[src/svpwm_pkg.sv]
`timescale 1ns / 1ps

package svpwm_pkg;

	// default field widths
	localparam int VOLT_WIDTH = 16;
	localparam int DUTY_FRAC_BITS = 15;
	localparam int DUTY_W = 16;
	localparam int SECTOR_W = 3;

	// sqrt(3) in Q16
	localparam int SQRT3_W = 17;
	localparam logic [SQRT3_W-1:0] SQRT3_Q16 = 17'd113512;

	// active time = w * sqrt3 * 2^F / (bus * 2^33)
	localparam int TIME_SCALE_LOG2 = 33;
	// overmodulation operands are shifted down below this power of two
	localparam int NORM_LIMIT_LOG2 = 38;

	localparam logic [SECTOR_W-1:0] SEC_NONE = 3'd0;
	localparam logic [SECTOR_W-1:0] SEC_1 = 3'd1;
	localparam logic [SECTOR_W-1:0] SEC_2 = 3'd2;
	localparam logic [SECTOR_W-1:0] SEC_3 = 3'd3;
	localparam logic [SECTOR_W-1:0] SEC_4 = 3'd4;
	localparam logic [SECTOR_W-1:0] SEC_5 = 3'd5;
	localparam logic [SECTOR_W-1:0] SEC_6 = 3'd6;

	typedef struct packed {
		logic load;
		logic step;
	} div_ctrl_t;

	// sign pattern {w3 > 0, w2 > 0, w1 > 0} to sector
	function automatic logic [SECTOR_W-1:0] sector_of(input logic [2:0] code);
		logic [SECTOR_W-1:0] s;
		case (code)
			3'b001: s = SEC_2;
			3'b010: s = SEC_6;
			3'b011: s = SEC_1;
			3'b100: s = SEC_4;
			3'b101: s = SEC_3;
			3'b110: s = SEC_5;
			default: s = SEC_NONE;
		endcase
		return s;
	endfunction

endpackage

[src/svpwm_in_if.sv]
`timescale 1ns / 1ps

interface svpwm_in_if #(
	parameter int VOLT_WIDTH = svpwm_pkg::VOLT_WIDTH
);
	logic valid;
	logic ready;
	logic signed [VOLT_WIDTH-1:0] volt_alpha;
	logic signed [VOLT_WIDTH-1:0] volt_beta;
	logic [VOLT_WIDTH-1:0] bus_voltage;

	modport source(output valid, output volt_alpha, output volt_beta, output bus_voltage,
		input ready);
	modport sink(input valid, input volt_alpha, input volt_beta, input bus_voltage,
		output ready);
endinterface

[src/svpwm_out_if.sv]
`timescale 1ns / 1ps

interface svpwm_out_if;
	logic valid;
	logic ready;
	logic [svpwm_pkg::DUTY_W-1:0] duty_a;
	logic [svpwm_pkg::DUTY_W-1:0] duty_b;
	logic [svpwm_pkg::DUTY_W-1:0] duty_c;
	logic [svpwm_pkg::SECTOR_W-1:0] sector;
	logic valid_res;

	modport source(output valid, output duty_a, output duty_b, output duty_c,
		output sector, output valid_res, input ready);
	modport sink(input valid, input duty_a, input duty_b, input duty_c,
		input sector, input valid_res, output ready);
endinterface

[src/svpwm_div_lane.sv]
`timescale 1ns / 1ps

// radix-2 restoring divider lane, one quotient bit per step
module svpwm_div_lane #(
	parameter int DVW = 8,
	parameter int QW = 4
) (
	input logic clk,
	input svpwm_pkg::div_ctrl_t ctrl,
	input logic [DVW-1:0] init_rem,
	input logic [QW-1:0] init_low,
	input logic [DVW-1:0] divisor,
	output logic [QW-1:0] quot
);

	logic [DVW-1:0] rem_q;
	logic [QW-1:0] low_q;
	logic [QW-1:0] quot_q;
	logic [DVW:0] trial;
	logic [DVW+1:0] diff;
	logic take;

	assign trial = {rem_q, low_q[QW-1]};
	assign diff = {1'b0, trial} - {2'b00, divisor};
	assign take = !diff[DVW+1];

	always_ff @(posedge clk) begin
		if (ctrl.load) begin
			rem_q <= init_rem;
			low_q <= init_low;
			quot_q <= '0;
		end else if (ctrl.step) begin
			rem_q <= take ? diff[DVW-1:0] : trial[DVW-1:0];
			low_q <= low_q << 1;
			quot_q <= {quot_q[QW-2:0], take};
		end
	end

	assign quot = quot_q;

endmodule

[src/svpwm_duty_calc_unit.sv]
`timescale 1ns / 1ps
// channel | dir | payload                                   | transfer when
// cmd     | in  | volt_alpha, volt_beta, bus_voltage        | cmd.valid & cmd.ready
// res     | out | duty_a, duty_b, duty_c, sector, valid_res | res.valid & res.ready
//
// one command at a time; cmd.ready is high only while idle
// active sector: selection, the 17-step bit-serial sqrt3 multiply, the F+2-step
// active time division, the time state and the finish state
// overmodulation adds the normalizing shifts and the ratio division
// zero vector: selection then finish; a full output register stalls the finish state
// reset clears the controller, output register and held duties (held flag set)

module svpwm_duty_calc_unit #(
	parameter int VOLT_WIDTH = svpwm_pkg::VOLT_WIDTH,
	parameter int DUTY_FRAC_BITS = svpwm_pkg::DUTY_FRAC_BITS
) (
	input logic clk,
	input logic arst_n,
	svpwm_in_if.sink cmd,
	svpwm_out_if.source res
);

	// projection widths: |w| < 2^(V+17)
	localparam int WW = VOLT_WIDTH + 18;
	localparam int MAGW = VOLT_WIDTH + 17;
	localparam int SW = svpwm_pkg::SQRT3_W;
	localparam int SIW = $clog2(SW);
	// product w * sqrt3 and its split for the active time division
	localparam int NW = MAGW + SW;
	localparam int QW = DUTY_FRAC_BITS + 2;
	localparam int HW = NW - QW;
	localparam int TIME_SHIFT = svpwm_pkg::TIME_SCALE_LOG2 - DUTY_FRAC_BITS;
	localparam int DW = VOLT_WIDTH + TIME_SHIFT;
	localparam int SUMW = MAGW + 1;
	localparam int DVW = (DW > SUMW) ? DW : SUMW;
	localparam int EXTW = SUMW + svpwm_pkg::NORM_LIMIT_LOG2 + 1;
	// time, held duty and signed duty widths
	localparam int TW = DUTY_FRAC_BITS + 3;
	localparam int HDW = DUTY_FRAC_BITS + 1;
	localparam int DSW = DUTY_FRAC_BITS + 6;
	localparam int CNTMAX = ((SW > QW) ? SW : QW) - 1;
	localparam int CNTW = $clog2(CNTMAX + 1);

	localparam logic [TW-1:0] ONE = TW'(1) << DUTY_FRAC_BITS;
	localparam logic [TW-1:0] CAP = TW'(1) << (DUTY_FRAC_BITS + 2);
	localparam logic [HDW-1:0] ONE_H = HDW'(1) << DUTY_FRAC_BITS;
	localparam logic signed [DSW-1:0] ONE_S = $signed(DSW'(1) << DUTY_FRAC_BITS);
	localparam logic signed [SW:0] S_SGN = {1'b0, svpwm_pkg::SQRT3_Q16};

	typedef enum logic [3:0] {
		ST_IDLE,
		ST_SEL,
		ST_MUL,
		ST_LDA,
		ST_DIVA,
		ST_TIME,
		ST_NORM,
		ST_DIVB,
		ST_OVR,
		ST_FIN
	} state_t;

	state_t state_q;
	logic [CNTW-1:0] cnt_q;

	// datapath registers
	logic signed [WW-1:0] w1_q, w2_q, w3_q;
	logic [VOLT_WIDTH-1:0] bus_q;
	logic [svpwm_pkg::SECTOR_W-1:0] sector_q;
	logic [MAGW-1:0] ux_q, uy_q;
	logic [NW-1:0] acc_x_q, acc_y_q;
	logic sat_x_q, sat_y_q, zero_x_q, zero_y_q;
	logic [DVW-1:0] div_d_q;
	logic [TW-1:0] tx_q, ty_q;

	// held duties and output register
	logic [HDW-1:0] held_a_q, held_b_q, held_c_q;
	logic held_ok_q;
	logic res_valid_q;
	logic [svpwm_pkg::DUTY_W-1:0] duty_a_q, duty_b_q, duty_c_q;
	logic [svpwm_pkg::SECTOR_W-1:0] sector_out_q;
	logic valid_res_q;

	// projections of the command, formed on the transfer
	logic signed [WW-1:0] sa;
	logic signed [WW-1:0] beta_ext;
	logic signed [WW-1:0] w1_in, w2_in, w3_in;

	assign sa = S_SGN * cmd.volt_alpha;
	assign beta_ext = WW'(cmd.volt_beta);
	assign w1_in = beta_ext <<< 17;
	assign w2_in = sa - (beta_ext <<< 16);
	assign w3_in = -sa - (beta_ext <<< 16);

	// sector and the two active projections
	logic [svpwm_pkg::SECTOR_W-1:0] sect;
	logic signed [WW-1:0] wx, wy;
	logic [MAGW-1:0] ux_new, uy_new;

	assign sect = svpwm_pkg::sector_of({w3_q > 0, w2_q > 0, w1_q > 0});

	always_comb begin
		case (sect)
			svpwm_pkg::SEC_1: begin
				wx = w2_q;
				wy = w1_q;
			end
			svpwm_pkg::SEC_2: begin
				wx = -w2_q;
				wy = -w3_q;
			end
			svpwm_pkg::SEC_3: begin
				wx = w1_q;
				wy = w3_q;
			end
			svpwm_pkg::SEC_4: begin
				wx = -w1_q;
				wy = -w2_q;
			end
			svpwm_pkg::SEC_5: begin
				wx = w3_q;
				wy = w2_q;
			end
			default: begin
				wx = -w3_q;
				wy = -w1_q;
			end
		endcase
	end

	assign ux_new = (wx > 0) ? wx[MAGW-1:0] : '0;
	assign uy_new = (wy > 0) ? wy[MAGW-1:0] : '0;

	// bit-serial multiply by sqrt3, msb first
	logic s_bit;
	assign s_bit = svpwm_pkg::SQRT3_Q16[cnt_q[SIW-1:0]];

	// active time division: high part vs. bus scaled to the time lsb
	logic [DVW-1:0] d_bus;
	logic [DVW-1:0] h_x, h_y;
	assign d_bus = DVW'({bus_q, {TIME_SHIFT{1'b0}}});
	assign h_x = DVW'(acc_x_q[NW-1:QW]);
	assign h_y = DVW'(acc_y_q[NW-1:QW]);

	// overmodulation normalization
	logic [EXTW-1:0] sum_ext;
	logic norm_more;
	assign sum_ext = EXTW'(ux_q) + EXTW'(uy_q);
	assign norm_more = (sum_ext >> svpwm_pkg::NORM_LIMIT_LOG2) != '0;

	// divider lanes, shared by the active time and the ratio division
	svpwm_pkg::div_ctrl_t div_ctrl;
	logic [DVW-1:0] init_rem_x, init_rem_y;
	logic [QW-1:0] init_low_x, init_low_y;
	logic [QW-1:0] quot_x, quot_y;

	always_comb begin
		div_ctrl.load = (state_q == ST_LDA) || (state_q == ST_NORM && !norm_more);
		div_ctrl.step = (state_q == ST_DIVA) || (state_q == ST_DIVB);
		if (state_q == ST_LDA) begin
			init_rem_x = h_x;
			init_rem_y = h_y;
			init_low_x = acc_x_q[QW-1:0];
			init_low_y = acc_y_q[QW-1:0];
		end else begin
			// ux * 2^F over ux + uy, F+1 quotient bits
			init_rem_x = DVW'(ux_q >> 1);
			init_rem_y = DVW'(uy_q >> 1);
			init_low_x = {ux_q[0], {(QW-1){1'b0}}};
			init_low_y = {uy_q[0], {(QW-1){1'b0}}};
		end
	end

	svpwm_div_lane #(.DVW(DVW), .QW(QW)) u_div_x (
		.clk(clk),
		.ctrl(div_ctrl),
		.init_rem(init_rem_x),
		.init_low(init_low_x),
		.divisor(div_d_q),
		.quot(quot_x)
	);

	svpwm_div_lane #(.DVW(DVW), .QW(QW)) u_div_y (
		.clk(clk),
		.ctrl(div_ctrl),
		.init_rem(init_rem_y),
		.init_low(init_low_y),
		.divisor(div_d_q),
		.quot(quot_y)
	);

	// active times, saturated at four periods
	logic [TW-1:0] tx_new, ty_new;
	logic ovr;
	assign tx_new = zero_x_q ? '0 : (sat_x_q ? CAP : TW'(quot_x));
	assign ty_new = zero_y_q ? '0 : (sat_y_q ? CAP : TW'(quot_y));
	assign ovr = ((TW+1)'(tx_new) + (TW+1)'(ty_new)) > (TW+1)'(ONE);

	// centered duties, floor of the quarter sums
	logic signed [DSW-1:0] ta4, tb4, tc4, ta, tb, tc;
	logic ok_new;
	logic [HDW-1:0] da, db, dc;
	logic [HDW-1:0] na, nb, nc;

	function automatic logic [HDW-1:0] clamp_duty(input logic signed [DSW-1:0] v);
		logic [HDW-1:0] r;
		if (v < 0)
			r = '0;
		else if (v > ONE_S)
			r = ONE_H;
		else
			r = v[HDW-1:0];
		return r;
	endfunction

	assign ta4 = $signed(DSW'(ONE)) + $signed(DSW'(tx_q)) + $signed(DSW'(ty_q));
	assign tb4 = ta4 - $signed(DSW'(tx_q) << 1);
	assign tc4 = tb4 - $signed(DSW'(ty_q) << 1);
	assign ta = ta4 >>> 2;
	assign tb = tb4 >>> 2;
	assign tc = tc4 >>> 2;
	assign ok_new = !ta[DSW-1] && ta <= ONE_S && !tb[DSW-1] && tb <= ONE_S &&
		!tc[DSW-1] && tc <= ONE_S;
	assign da = clamp_duty(ta);
	assign db = clamp_duty(tb);
	assign dc = clamp_duty(tc);

	// route to phases by sector
	always_comb begin
		case (sector_q)
			svpwm_pkg::SEC_1: begin
				na = da;
				nb = db;
				nc = dc;
			end
			svpwm_pkg::SEC_2: begin
				na = db;
				nb = da;
				nc = dc;
			end
			svpwm_pkg::SEC_3: begin
				na = dc;
				nb = da;
				nc = db;
			end
			svpwm_pkg::SEC_4: begin
				na = dc;
				nb = db;
				nc = da;
			end
			svpwm_pkg::SEC_5: begin
				na = db;
				nb = dc;
				nc = da;
			end
			default: begin
				na = da;
				nb = dc;
				nc = db;
			end
		endcase
	end

	logic active;
	logic fin_go;
	logic [HDW-1:0] oa, ob, oc;
	logic ok_out;
	assign active = sector_q != svpwm_pkg::SEC_NONE;
	assign fin_go = !res_valid_q || res.ready;
	assign oa = active ? na : held_a_q;
	assign ob = active ? nb : held_b_q;
	assign oc = active ? nc : held_c_q;
	// zero vector re-checks the held flag against the new bus sample
	assign ok_out = (active ? ok_new : held_ok_q) && (bus_q != '0);

	assign cmd.ready = (state_q == ST_IDLE);

	// controller, held duties and output register
	always_ff @(posedge clk or negedge arst_n) begin
		if (!arst_n) begin
			state_q <= ST_IDLE;
			cnt_q <= '0;
			held_a_q <= '0;
			held_b_q <= '0;
			held_c_q <= '0;
			held_ok_q <= 1'b1;
			res_valid_q <= 1'b0;
			duty_a_q <= '0;
			duty_b_q <= '0;
			duty_c_q <= '0;
			sector_out_q <= svpwm_pkg::SEC_NONE;
			valid_res_q <= 1'b0;
		end else begin
			// in the finish state a drained output register is refilled below
			if (res_valid_q && res.ready && state_q != ST_FIN)
				res_valid_q <= 1'b0;
			case (state_q)
				ST_IDLE: begin
					if (cmd.valid)
						state_q <= ST_SEL;
				end
				ST_SEL: begin
					cnt_q <= CNTW'(SW - 1);
					state_q <= (sect == svpwm_pkg::SEC_NONE) ? ST_FIN : ST_MUL;
				end
				ST_MUL: begin
					cnt_q <= cnt_q - 1'b1;
					if (cnt_q == '0)
						state_q <= ST_LDA;
				end
				ST_LDA: begin
					cnt_q <= CNTW'(QW - 1);
					state_q <= ST_DIVA;
				end
				ST_DIVA: begin
					cnt_q <= cnt_q - 1'b1;
					if (cnt_q == '0)
						state_q <= ST_TIME;
				end
				ST_TIME: begin
					state_q <= ovr ? ST_NORM : ST_FIN;
				end
				ST_NORM: begin
					if (!norm_more) begin
						cnt_q <= CNTW'(HDW - 1);
						state_q <= ST_DIVB;
					end
				end
				ST_DIVB: begin
					cnt_q <= cnt_q - 1'b1;
					if (cnt_q == '0)
						state_q <= ST_OVR;
				end
				ST_OVR: begin
					state_q <= ST_FIN;
				end
				ST_FIN: begin
					if (fin_go) begin
						if (active) begin
							held_a_q <= na;
							held_b_q <= nb;
							held_c_q <= nc;
							held_ok_q <= ok_new;
						end
						duty_a_q <= svpwm_pkg::DUTY_W'(oa);
						duty_b_q <= svpwm_pkg::DUTY_W'(ob);
						duty_c_q <= svpwm_pkg::DUTY_W'(oc);
						sector_out_q <= sector_q;
						valid_res_q <= ok_out;
						res_valid_q <= 1'b1;
						state_q <= ST_IDLE;
					end
				end
				default: begin
					state_q <= ST_IDLE;
				end
			endcase
		end
	end

	// datapath
	always_ff @(posedge clk) begin
		case (state_q)
			ST_IDLE: begin
				if (cmd.valid) begin
					w1_q <= w1_in;
					w2_q <= w2_in;
					w3_q <= w3_in;
					bus_q <= cmd.bus_voltage;
				end
			end
			ST_SEL: begin
				sector_q <= sect;
				ux_q <= ux_new;
				uy_q <= uy_new;
				acc_x_q <= '0;
				acc_y_q <= '0;
			end
			ST_MUL: begin
				acc_x_q <= (acc_x_q << 1) + (s_bit ? NW'(ux_q) : '0);
				acc_y_q <= (acc_y_q << 1) + (s_bit ? NW'(uy_q) : '0);
			end
			ST_LDA: begin
				// quotient would reach four periods: saturate
				sat_x_q <= h_x >= d_bus;
				sat_y_q <= h_y >= d_bus;
				zero_x_q <= ux_q == '0;
				zero_y_q <= uy_q == '0;
				div_d_q <= d_bus;
			end
			ST_TIME: begin
				tx_q <= tx_new;
				ty_q <= ty_new;
			end
			ST_NORM: begin
				if (norm_more) begin
					ux_q <= ux_q >> 1;
					uy_q <= uy_q >> 1;
				end else begin
					div_d_q <= DVW'(sum_ext);
				end
			end
			ST_OVR: begin
				tx_q <= TW'(quot_x[HDW-1:0]);
				ty_q <= TW'(quot_y[HDW-1:0]);
			end
			default: begin
			end
		endcase
	end

	assign res.valid = res_valid_q;
	assign res.duty_a = duty_a_q;
	assign res.duty_b = duty_b_q;
	assign res.duty_c = duty_c_q;
	assign res.sector = sector_out_q;
	assign res.valid_res = valid_res_q;

`ifndef SYNTHESIS
	a_ovr_fits: assert property (@(posedge clk) disable iff (!arst_n)
		state_q == ST_OVR |=> ((TW+1)'(tx_q) + (TW+1)'(ty_q)) <= (TW+1)'(ONE))
		else $error("overmodulation times exceed one period");

	a_held_range: assert property (@(posedge clk) disable iff (!arst_n)
		held_a_q <= ONE_H && held_b_q <= ONE_H && held_c_q <= ONE_H)
		else $error("held duty above full period");

	a_fin_result: assert property (@(posedge clk) disable iff (!arst_n)
		state_q == ST_FIN && fin_go |=> res.valid && state_q == ST_IDLE)
		else $error("finished item did not reach the output register");

	a_zero_holds: assert property (@(posedge clk) disable iff (!arst_n)
		state_q == ST_FIN && sector_q == svpwm_pkg::SEC_NONE |=>
		$stable(held_a_q) && $stable(held_b_q) && $stable(held_c_q))
		else $error("zero vector changed held duties");
`endif

endmodule

[src/flat_wrapper.sv]
// flat-port wrapper written by rule: the top's interface ports become plain ports
module svpwm_duty_calc_unit_flat 
#(
	parameter int VOLT_WIDTH = svpwm_pkg::VOLT_WIDTH,
	parameter int DUTY_FRAC_BITS = svpwm_pkg::DUTY_FRAC_BITS
)
  (clk, arst_n, cmd_valid, cmd_volt_alpha, cmd_volt_beta, cmd_bus_voltage, cmd_ready, res_valid, res_duty_a, res_duty_b, res_duty_c, res_sector, res_valid_res, res_ready);
  svpwm_in_if #(.VOLT_WIDTH(VOLT_WIDTH)) cmd_i ();
  svpwm_out_if res_i ();
  input logic clk;
  input logic arst_n;
  input wire logic [$bits(cmd_i.valid)-1:0] cmd_valid;
  input wire logic [$bits(cmd_i.volt_alpha)-1:0] cmd_volt_alpha;
  input wire logic [$bits(cmd_i.volt_beta)-1:0] cmd_volt_beta;
  input wire logic [$bits(cmd_i.bus_voltage)-1:0] cmd_bus_voltage;
  output wire logic [$bits(cmd_i.ready)-1:0] cmd_ready;
  output wire logic [$bits(res_i.valid)-1:0] res_valid;
  output wire logic [$bits(res_i.duty_a)-1:0] res_duty_a;
  output wire logic [$bits(res_i.duty_b)-1:0] res_duty_b;
  output wire logic [$bits(res_i.duty_c)-1:0] res_duty_c;
  output wire logic [$bits(res_i.sector)-1:0] res_sector;
  output wire logic [$bits(res_i.valid_res)-1:0] res_valid_res;
  input wire logic [$bits(res_i.ready)-1:0] res_ready;
  assign cmd_i.valid = cmd_valid;
  assign cmd_i.volt_alpha = cmd_volt_alpha;
  assign cmd_i.volt_beta = cmd_volt_beta;
  assign cmd_i.bus_voltage = cmd_bus_voltage;
  assign cmd_ready = cmd_i.ready;
  assign res_valid = res_i.valid;
  assign res_duty_a = res_i.duty_a;
  assign res_duty_b = res_i.duty_b;
  assign res_duty_c = res_i.duty_c;
  assign res_sector = res_i.sector;
  assign res_valid_res = res_i.valid_res;
  assign res_i.ready = res_ready;
  svpwm_duty_calc_unit #(.VOLT_WIDTH(VOLT_WIDTH), .DUTY_FRAC_BITS(DUTY_FRAC_BITS)) u_core (.clk(clk), .arst_n(arst_n), .cmd(cmd_i), .res(res_i));
endmodule
[config.mk]
export PLATFORM = sky130hd
export DESIGN_NAME = svpwm_duty_calc_unit_flat
export DESIGN_NICKNAME = d
export VERILOG_FILES = /design/src/svpwm_pkg.sv /design/src/svpwm_in_if.sv /design/src/svpwm_out_if.sv /design/src/svpwm_div_lane.sv /design/src/svpwm_duty_calc_unit.sv /design/src/flat_wrapper.sv
export SDC_FILE = /design/constraint.sdc
export NUM_CORES = 2
export LEC_CHECK = 0
export BUFFER_PORTS_ARGS = -buffer_cell sky130_fd_sc_hd__buf_4
export CAP_MARGIN = 20
export CORE_MARGIN = 2
export CORE_UTILIZATION = 40
export DETAILED_ROUTE_END_ITERATION = 16
export GPL_ROUTABILITY_DRIVEN = 0
export PLACE_DENSITY = 0.54
export REMOVE_ABC_BUFFERS = 1
export SETUP_SLACK_MARGIN = 0.3
export SLEW_MARGIN = 20
export SYNTH_ARGS = -nofsm -noshare
export SYNTH_HDL_FRONTEND = slang
export SYNTH_SLANG_ARGS = --single-unit
[constraint.sdc]
create_clock -name clk -period 7.8 [get_ports clk]
set_input_delay 1.17 -clock clk [delete_from_list [all_inputs] [get_ports clk]]
set_output_delay 1.17 -clock clk [all_outputs]
set_load 0.01 [all_outputs]
# --- Word-level counts from Yosys, hierarchy flattened ---
# Memory sizes are Yosys's and may differ from the RTL's.
# Cells that the tools add are included.
totals:
  elab_cells: 209
  inputBits: 52
  mem_bits_ro: 32
  out_inout_bits: 54
  mem_count: 1
  reg_bits: 542
op_classes:
  n_reduce_logical: 48
  addsub: 17
  n_lt_le_gt_ge: 18
  mux: 60
  n_eq_ne: 33
  mul: 1
memory_table:
  columns: ["name", "depth", "word_bits", "rd", "rd_ports_with_merged_regs", "write_ports", "line_no", "source"]
  rows:
  - ["(no name shown)", 32, 1, 1, 0, 0, "svpwm_duty_calc_unit.sv:136", "assign s_bit = svpwm_pkg::SQRT3_Q16[cnt_q[SIW-1:0]];"]
ops:
  columns: ["operator", "n"]
  rows:
  - ["case mux 34 bit (5 select lines)", 2]
  - ["two-way mux 33 bit", 8]
  - ["two-way mux 34 bit", 7]
  - ["case mux 50 bit (2 select lines)", 2]
  - ["> comparator 34 x 1 -> 1 bit (second input constant)", 4]
  - ["case mux 33 bit (2 select lines)", 2]
  - ["two-way mux 17 bit", 6]
  - ["negation 34 bit", 3]
  - ["adder 50 bit", 2]
  - ["two-way mux 16 bit", 6]
  - ["case mux 16 bit (2 select lines)", 3]
  - ["nonzero test 73 bit (first input constant)", 1]
  - ["two-way mux 18 bit", 4]
  - ["case mux 18 bit (2 select lines)", 2]
  - ["subtractor 35 x 34 -> 36 bit", 2]
  - ["greater-or-equal comparator 33 x 34 -> 1 bit", 2]
  - ["case mux 34 bit (2 select lines)", 1]
  - ["subtractor 34 x 32 -> 34 bit", 2]
  - ["zero test 33 bit", 2]
  - ["> comparator 19 x 17 -> 1 bit (second input constant)", 3]
  - ["<= comparator 19 x 17 -> 1 bit (second input constant)", 3]
  - ["< comparator 19 x 1 -> 1 bit (second input constant)", 3]
  - ["subtractor 21 x 20 -> 21 bit", 2]
  - ["case mux 4 bit (10 select lines)", 1]
  - ["other kinds (40)", 104]

# --- Logic depth before layout (Yosys ltp) ---
logic_depth:
  word_depth: 10
  ltp_mapped: 33
  mapped_depth_nobuf: 33

# --- By module ---
# Synthesis repeated with hierarchy kept, for this count alone.
unflattened:
  cells_unflattened: 5213
  area_unflattened_um2: 47385.4
modules_own_cells:
  columns: ["module", "seq_area_each_um2", "cells_each", "n_inst", "area_each_um2"]
  rows:
  - ["svpwm_duty_calc_unit", 11217.0, 4160, 1, 37412.1]
  - ["svpwm_div_lane at u_core.u_div_x", 1871.8, 533, 1, 5033.6]
  - ["svpwm_div_lane at u_core.u_div_y", 1871.8, 520, 1, 4939.7]

# --- Worst setup path after synthesis ---
# OpenSTA, ideal clock, no wires.
synth_path:
  path_type: "input to register"
  startpoint: "input port cmd_volt_alpha[5]"
  endpoint: "register u_core.w3_q[32] (data pin)"
  path_stages: 31
  path_buffers: 1
  arrival_ns: 7.777
  setup_time_ns: 0.258
  slack_ns: -0.235
  t_required_ns: 7.542
  path_cell_list: "ha_1 > fa_1 > inv_1 > fa_1 > inv_1 > fa_1 > fa_1 > inv_1 > fa_1 > inv_1 > ha_1 > a21oi_1 > nor2b_1 > o21ai_0 > o21ai_0 > o21ai_0 > nor2b_1 > nor2b_1 > o21ai_0 > a21oi_1 > ha_1 > inv_1 > ha_1 > and3_1 > clkbuf_1 > nand2_1 > a311o_1 > and3_1 > o311ai_0 > a31oi_1 > xnor2_1"
synth_via:
  elab_chain_len: 3
synth_lines:
  columns: ["item", "line_no", "source"]
  rows:
  - ["start, declared", "flat_wrapper.sv:13", "input wire logic [$bits(cmd_i.volt_alpha)-1:0] cmd_volt_alpha;"]
  - ["multiplier 15 x 16 -> 31 bit", "svpwm_duty_calc_unit.sv:89", "assign sa = S_SGN * cmd.volt_alpha;"]
  - ["negation 34 bit", "svpwm_duty_calc_unit.sv:93", "assign w3_in = -sa - (beta_ext <<< 16);"]
  - ["subtractor 34 x 32 -> 34 bit", "svpwm_duty_calc_unit.sv:93", null]
  - ["via u_core.w3_in[32]", "svpwm_duty_calc_unit.sv:87", "logic signed [WW-1:0] w1_in, w2_in, w3_in;"]
  - ["end signal, assigned", "svpwm_duty_calc_unit.sv:368", "w3_q <= w3_in;"]
  - ["end, declared", "svpwm_duty_calc_unit.sv:67", "logic signed [WW-1:0] w1_q, w2_q, w3_q;"]
# The timed path passes the listed nets, and every way through them passes these cells.
# A chain may end at the register's enable or synchronous reset.

# --- Worst setup path after layout ---
layout_path:
  startpoint: "input port cmd_volt_alpha[13]"
  endpoint: "register u_core.w3_q[33] (data pin)"
# The elaborated chain is that of the path after synthesis.

==> results by stage <==
Timing:
- The remaining max-slew budget at the tightest pin is 21.7%.
- Setup repair after global routing could not meet its margin everywhere.
- The share of the cycle needed by the critical path after routing is between 90% and 100%.
- The count of final setup violators is 0.
- For this run, the top clock speed supported by timing is 134 MHz.
- The total count of hold-check failures in the final report came to 0.
- For the pin with the worst max-slew slack, the measured transition is 1160 ps.
- The worst slack on hold paths is 471 ps.
- The post-route minimum period is 7490 ps.
- For the final database, setup skew stands at around 23 ps.
- The final count of pins violating max slew is 0.
- After layout, the worst setup slack is ~310 ps.

Routing:
- The violation count after the first detailed-route iteration is approximately 3300.
- Using the TritonRoute via totals, the vias-per-cell ratio works out to about 5.7.
- The number of remaining DRC errors is 0.
- The remaining antenna violation count after routing is 0.
- The routed wirelength normalized by instance count is about 21 um.
- The routed wire length is about 140000 um.
- The via count is about 39000.
- The number of optimization iterations in the first detailed-route pass is 6.

Yosys:
- After synthesis, the cell types taking the most area are sky130_fd_sc_hd__edfxtp_1 27%, sky130_fd_sc_hd__ha_1 12%, sky130_fd_sc_hd__fa_1 5.7%.
- Summing every instance area after synthesis gives ~46000 um2.
- In this run, synthesis produced a sequential element count of about 500.
- The post-synthesis cell count is around 5100.
- The predominant post-synthesis flop cell is sky130_fd_sc_hd__edfxtp_1.
- The area fraction of the dominant cell type after synthesis is a little over a quarter.
- In this run, synthesis inferred 417 flip-flops with an integrated enable.
- The proportion of synthesized flip-flops having asynchronous set or reset is roughly an eighth.
- The Yosys step of the flow raised 0 warnings.
- Summed over all instances, the cell type with the most area after synthesis is sky130_fd_sc_hd__edfxtp_1.
- The sequential fraction of the synthesis area is between 30% and 40%.
- The synthesized area per cell is roughly 9.0 um2.
- The number of distinct standard cells referenced by the synthesized netlist is 100.

Clock tree:
- The clock transition time at the flip-flop clock pins of the worst setup and hold paths is 60 ps.
- The later-pin clock latency in the skew report is between 600 and 700 ps.
- CTS saw 514 sinks.
- The number of hold buffers added after CTS was 0.
- The H-tree was split into 2 levels.
- The cell sitting at the root of the clock tree is a sky130_fd_sc_hd__clkbuf_16.
- The clock passes through at most 3 buffers.
- TritonCTS built the clock tree.
- The number of buffers created by CTS is 57.

Die:
- After floorplanning, the core was divided into between 100 and 150 placement rows.
- From left edge to right edge, the die measures ~340 um.
- The die covers 117000 um2.
- The initial utilization of the core area, before any placement, comes to between 40% and 50%.
- In this run the count of I/O pins placed on the die edge is approximately 110.
- The core area is 113000 um2.
- From bottom edge to top edge, the die measures around 340 um.

Worst setup path:
- The category of the worst setup path capture point is a flip-flop.
- The required time of the worst setup path is roughly 8200 ps.
- The worst flop-to-flop path startpoint is u_core.ty_q[1].
- The number of cells on the critical path is 30.
- In this design, the stage delay of the slowest critical-path cell is approximately 560 ps.
- The count of buffer and inverter cells on the critical path is 9.
- The end point of the critical path is u_core.w3_q[33].
- The most critical setup path has its startpoint at cmd_volt_alpha[13].
- The endpoint of the most critical register-to-register path is u_core.held_b_q[0].
- On the critical path the largest part of the delay comes from adder cells.
- STA classifies the critical path startpoint as a primary input.
- The number of cells on the worst reg-to-reg path is 28.
- The slowest stage of the critical path belongs to the cell sky130_fd_sc_hd__fa_1.
- For flop-to-flop paths, the worst setup slack is about 770 ps.
- The maximum fanout along the worst path is 3.
- The setup path with the least slack is of type primary input to flip-flop.
- The data arrival time of the critical path is roughly 8000 ps.

Flow run:
- Max-cap violations in this run came to 0.

Placed design:
- The total of buffers placed on input and output ports is around 110.
- Once placement completed, the tool counted placed cells totaling between 6000 and 7000.
- Timing analysis after detailed placement gives a worst setup slack of -714 ps.
- Detailed placement finished with a half-perimeter wire length of around 110000 um.

Global route:
- The met3 demand-to-capacity share in global routing is about 2.9%.
- The pin count of the biggest net entering global routing is 78.
- The global routing stage identified its most utilized layer as met2.
- Across every metal layer, demand over resource in global routing totals around 24%.
- The number of global-route vias before repair is 37700.
- The global-route wire length before repair is roughly 220000 um.
- The number of antenna violations at the first check in global routing is 1.
- Global routing consumed, on the met1 layer, between 30 and 40% of the routing resources.
- After global routing the overflow that remains totals 0.
- In the global route stage, met2 resource usage came out at roughly two fifths.

Cells and area:
- The number of inserted filler cells in the final layout is ~11000.
- The multi-input gate area in the final layout is roughly 29000 um2.
- The number of nets in the finished design is about 6000.
- The fraction of layout instances using a drive strength above 1 is 12.8%.
- After the flow finishes, the layout carries non-filler instances totaling 6897.
- The layout overhead on the synthesized area is 15.5%.
- Summing all flip-flop and latch instances after layout gives between 10000 and 15000 um2.

Worst hold path:
- The kind of path behind the tightest hold check is flip-flop to flip-flop.

Outcome:
- The flow ran to the end, and the final reports show no timing, DRC or antenna violations.
repair_timing:
| item | CTS | global route |
|---|---|---|
| pin swaps | 28 | 92 |
| resized for setup | 34 | 147 |
| buffers inserted | 3 | 5 |
| endpoints found under the setup margin | 10 | 65 |
per-layer routing:
layer,vias to the layer above,part of all wire (%)
met5,-,0
met4,0,3.2
met3,228,5.9
met2,1156,45
met1,18700,46
li1,19000,-
how the worst min path moves through the flow:
stage | start | slack, ps | end | depth (start not counted)
after CTS | u_core.u_div_y.quot[16] | 470 | u_core.u_div_y.quot[16] | 1
after detailed placement | u_core.u_div_x.quot[16] | 450 | u_core.u_div_x.quot[16] | 1
after global routing | u_core.u_div_y.quot[16] | 480 | u_core.u_div_y.quot[16] | 1
final | u_core.u_div_y.quot[16] | 470 | u_core.u_div_y.quot[16] | 1
after global placement | u_core.u_div_y.quot[16] | 450 | u_core.u_div_y.quot[16] | 1
after floorplan | u_core.u_div_x.quot[16] | 430 | u_core.u_div_x.quot[16] | 1
state kept, by name, indices dropped and copies added, names as in the netlist, 31 cells and up:
signal	count
u_core.u_div_x.rem_q	34
u_core.acc_x_q	47
u_core.div_d_q	31
u_core.u_div_y.rem_q	34
u_core.w3_q	31
u_core.acc_y_q	47
final cells by class:
type,count,share of cell area [%]
clock buffer,69,2.91
multi-input combinational,3919,55.5
antenna,1,0.00475
clock inverter,39,0.839
timing repair buffer,388,5.72
tap,1500,3.56
sequential,514,28.1
inverter,467,3.35
layout by cell type, fill, tap and decap left out, types with 33 or more instances in the layout:
master and n:
sky130_fd_sc_hd__edfxtp_1 417, sky130_fd_sc_hd__clkbuf_16 58, sky130_fd_sc_hd__nor2_1 478, sky130_fd_sc_hd__a31oi_1 65
sky130_fd_sc_hd__fa_1 120, sky130_fd_sc_hd__xor2_1 129, sky130_fd_sc_hd__a22o_1 51, sky130_fd_sc_hd__nor2b_1 138
sky130_fd_sc_hd__a211oi_1 59, sky130_fd_sc_hd__buf_4 373, sky130_fd_sc_hd__dfxtp_1 34, sky130_fd_sc_hd__nand2_1 295
sky130_fd_sc_hd__o22ai_1 39, sky130_fd_sc_hd__a21o_1 127, sky130_fd_sc_hd__a22oi_1 43, sky130_fd_sc_hd__a221oi_1 55
sky130_fd_sc_hd__nor4_1 70, sky130_fd_sc_hd__o21a_1 70, sky130_fd_sc_hd__xnor2_1 191, sky130_fd_sc_hd__nand3_1 93
sky130_fd_sc_hd__dfrtp_1 62, sky130_fd_sc_hd__ha_1 403, sky130_fd_sc_hd__nand4_1 42, sky130_fd_sc_hd__o21ai_0 263
sky130_fd_sc_hd__a21oi_1 366, sky130_fd_sc_hd__and3_1 33, sky130_fd_sc_hd__or3_1 48, sky130_fd_sc_hd__inv_1 439
sky130_fd_sc_hd__nor3_1 128, sky130_fd_sc_hd__nand2b_1 56, sky130_fd_sc_hd__and2_1 50
per-stage QoR:
step	util (%)	area, um2	setup TNS, ps
5_1_grt	46.7	52700	0
3_3_place_gp	44.1	49700	-6680
6_report	46.7	52700	0
4_1_cts	46.0	51800	0
3_5_place_dp	44.1	49700	-7750
2_1_floorplan	-	44800	-67190
cells by family after synthesis:
logic type               synth area share, %
multiplexers                           0.508
AND/OR/NAND/NOR                         17.6
adder cells (fa/ha/maj)                 17.8
XOR/XNOR                                6.28
flip-flops                              32.4
buffers and inverters                   5.49
AO/OA/AOI/OAI                           19.8
cells in the mapped netlist, drive strengths merged (43+ instances only):
master / instances
o21ai: 282
nand2b: 57
fa: 129
a22o: 51
and2: 53
a21o: 128
nor4: 72
inv: 466
a31oi: 66
a221oi: 58
a22oi: 43
a211oi: 59
xnor2: 194
nor3: 133
a21oi: 388
xor2: 133
o21a: 70
clkbuf: 163
or3: 50
nand2: 297
nor2b: 142
edfxtp: 417
nor2: 489
ha: 443
nand3: 96
dfrtp: 62
Power is not shown: default switching activity piles up to over one toggle a cycle in this logic, so the estimate is an artifact.
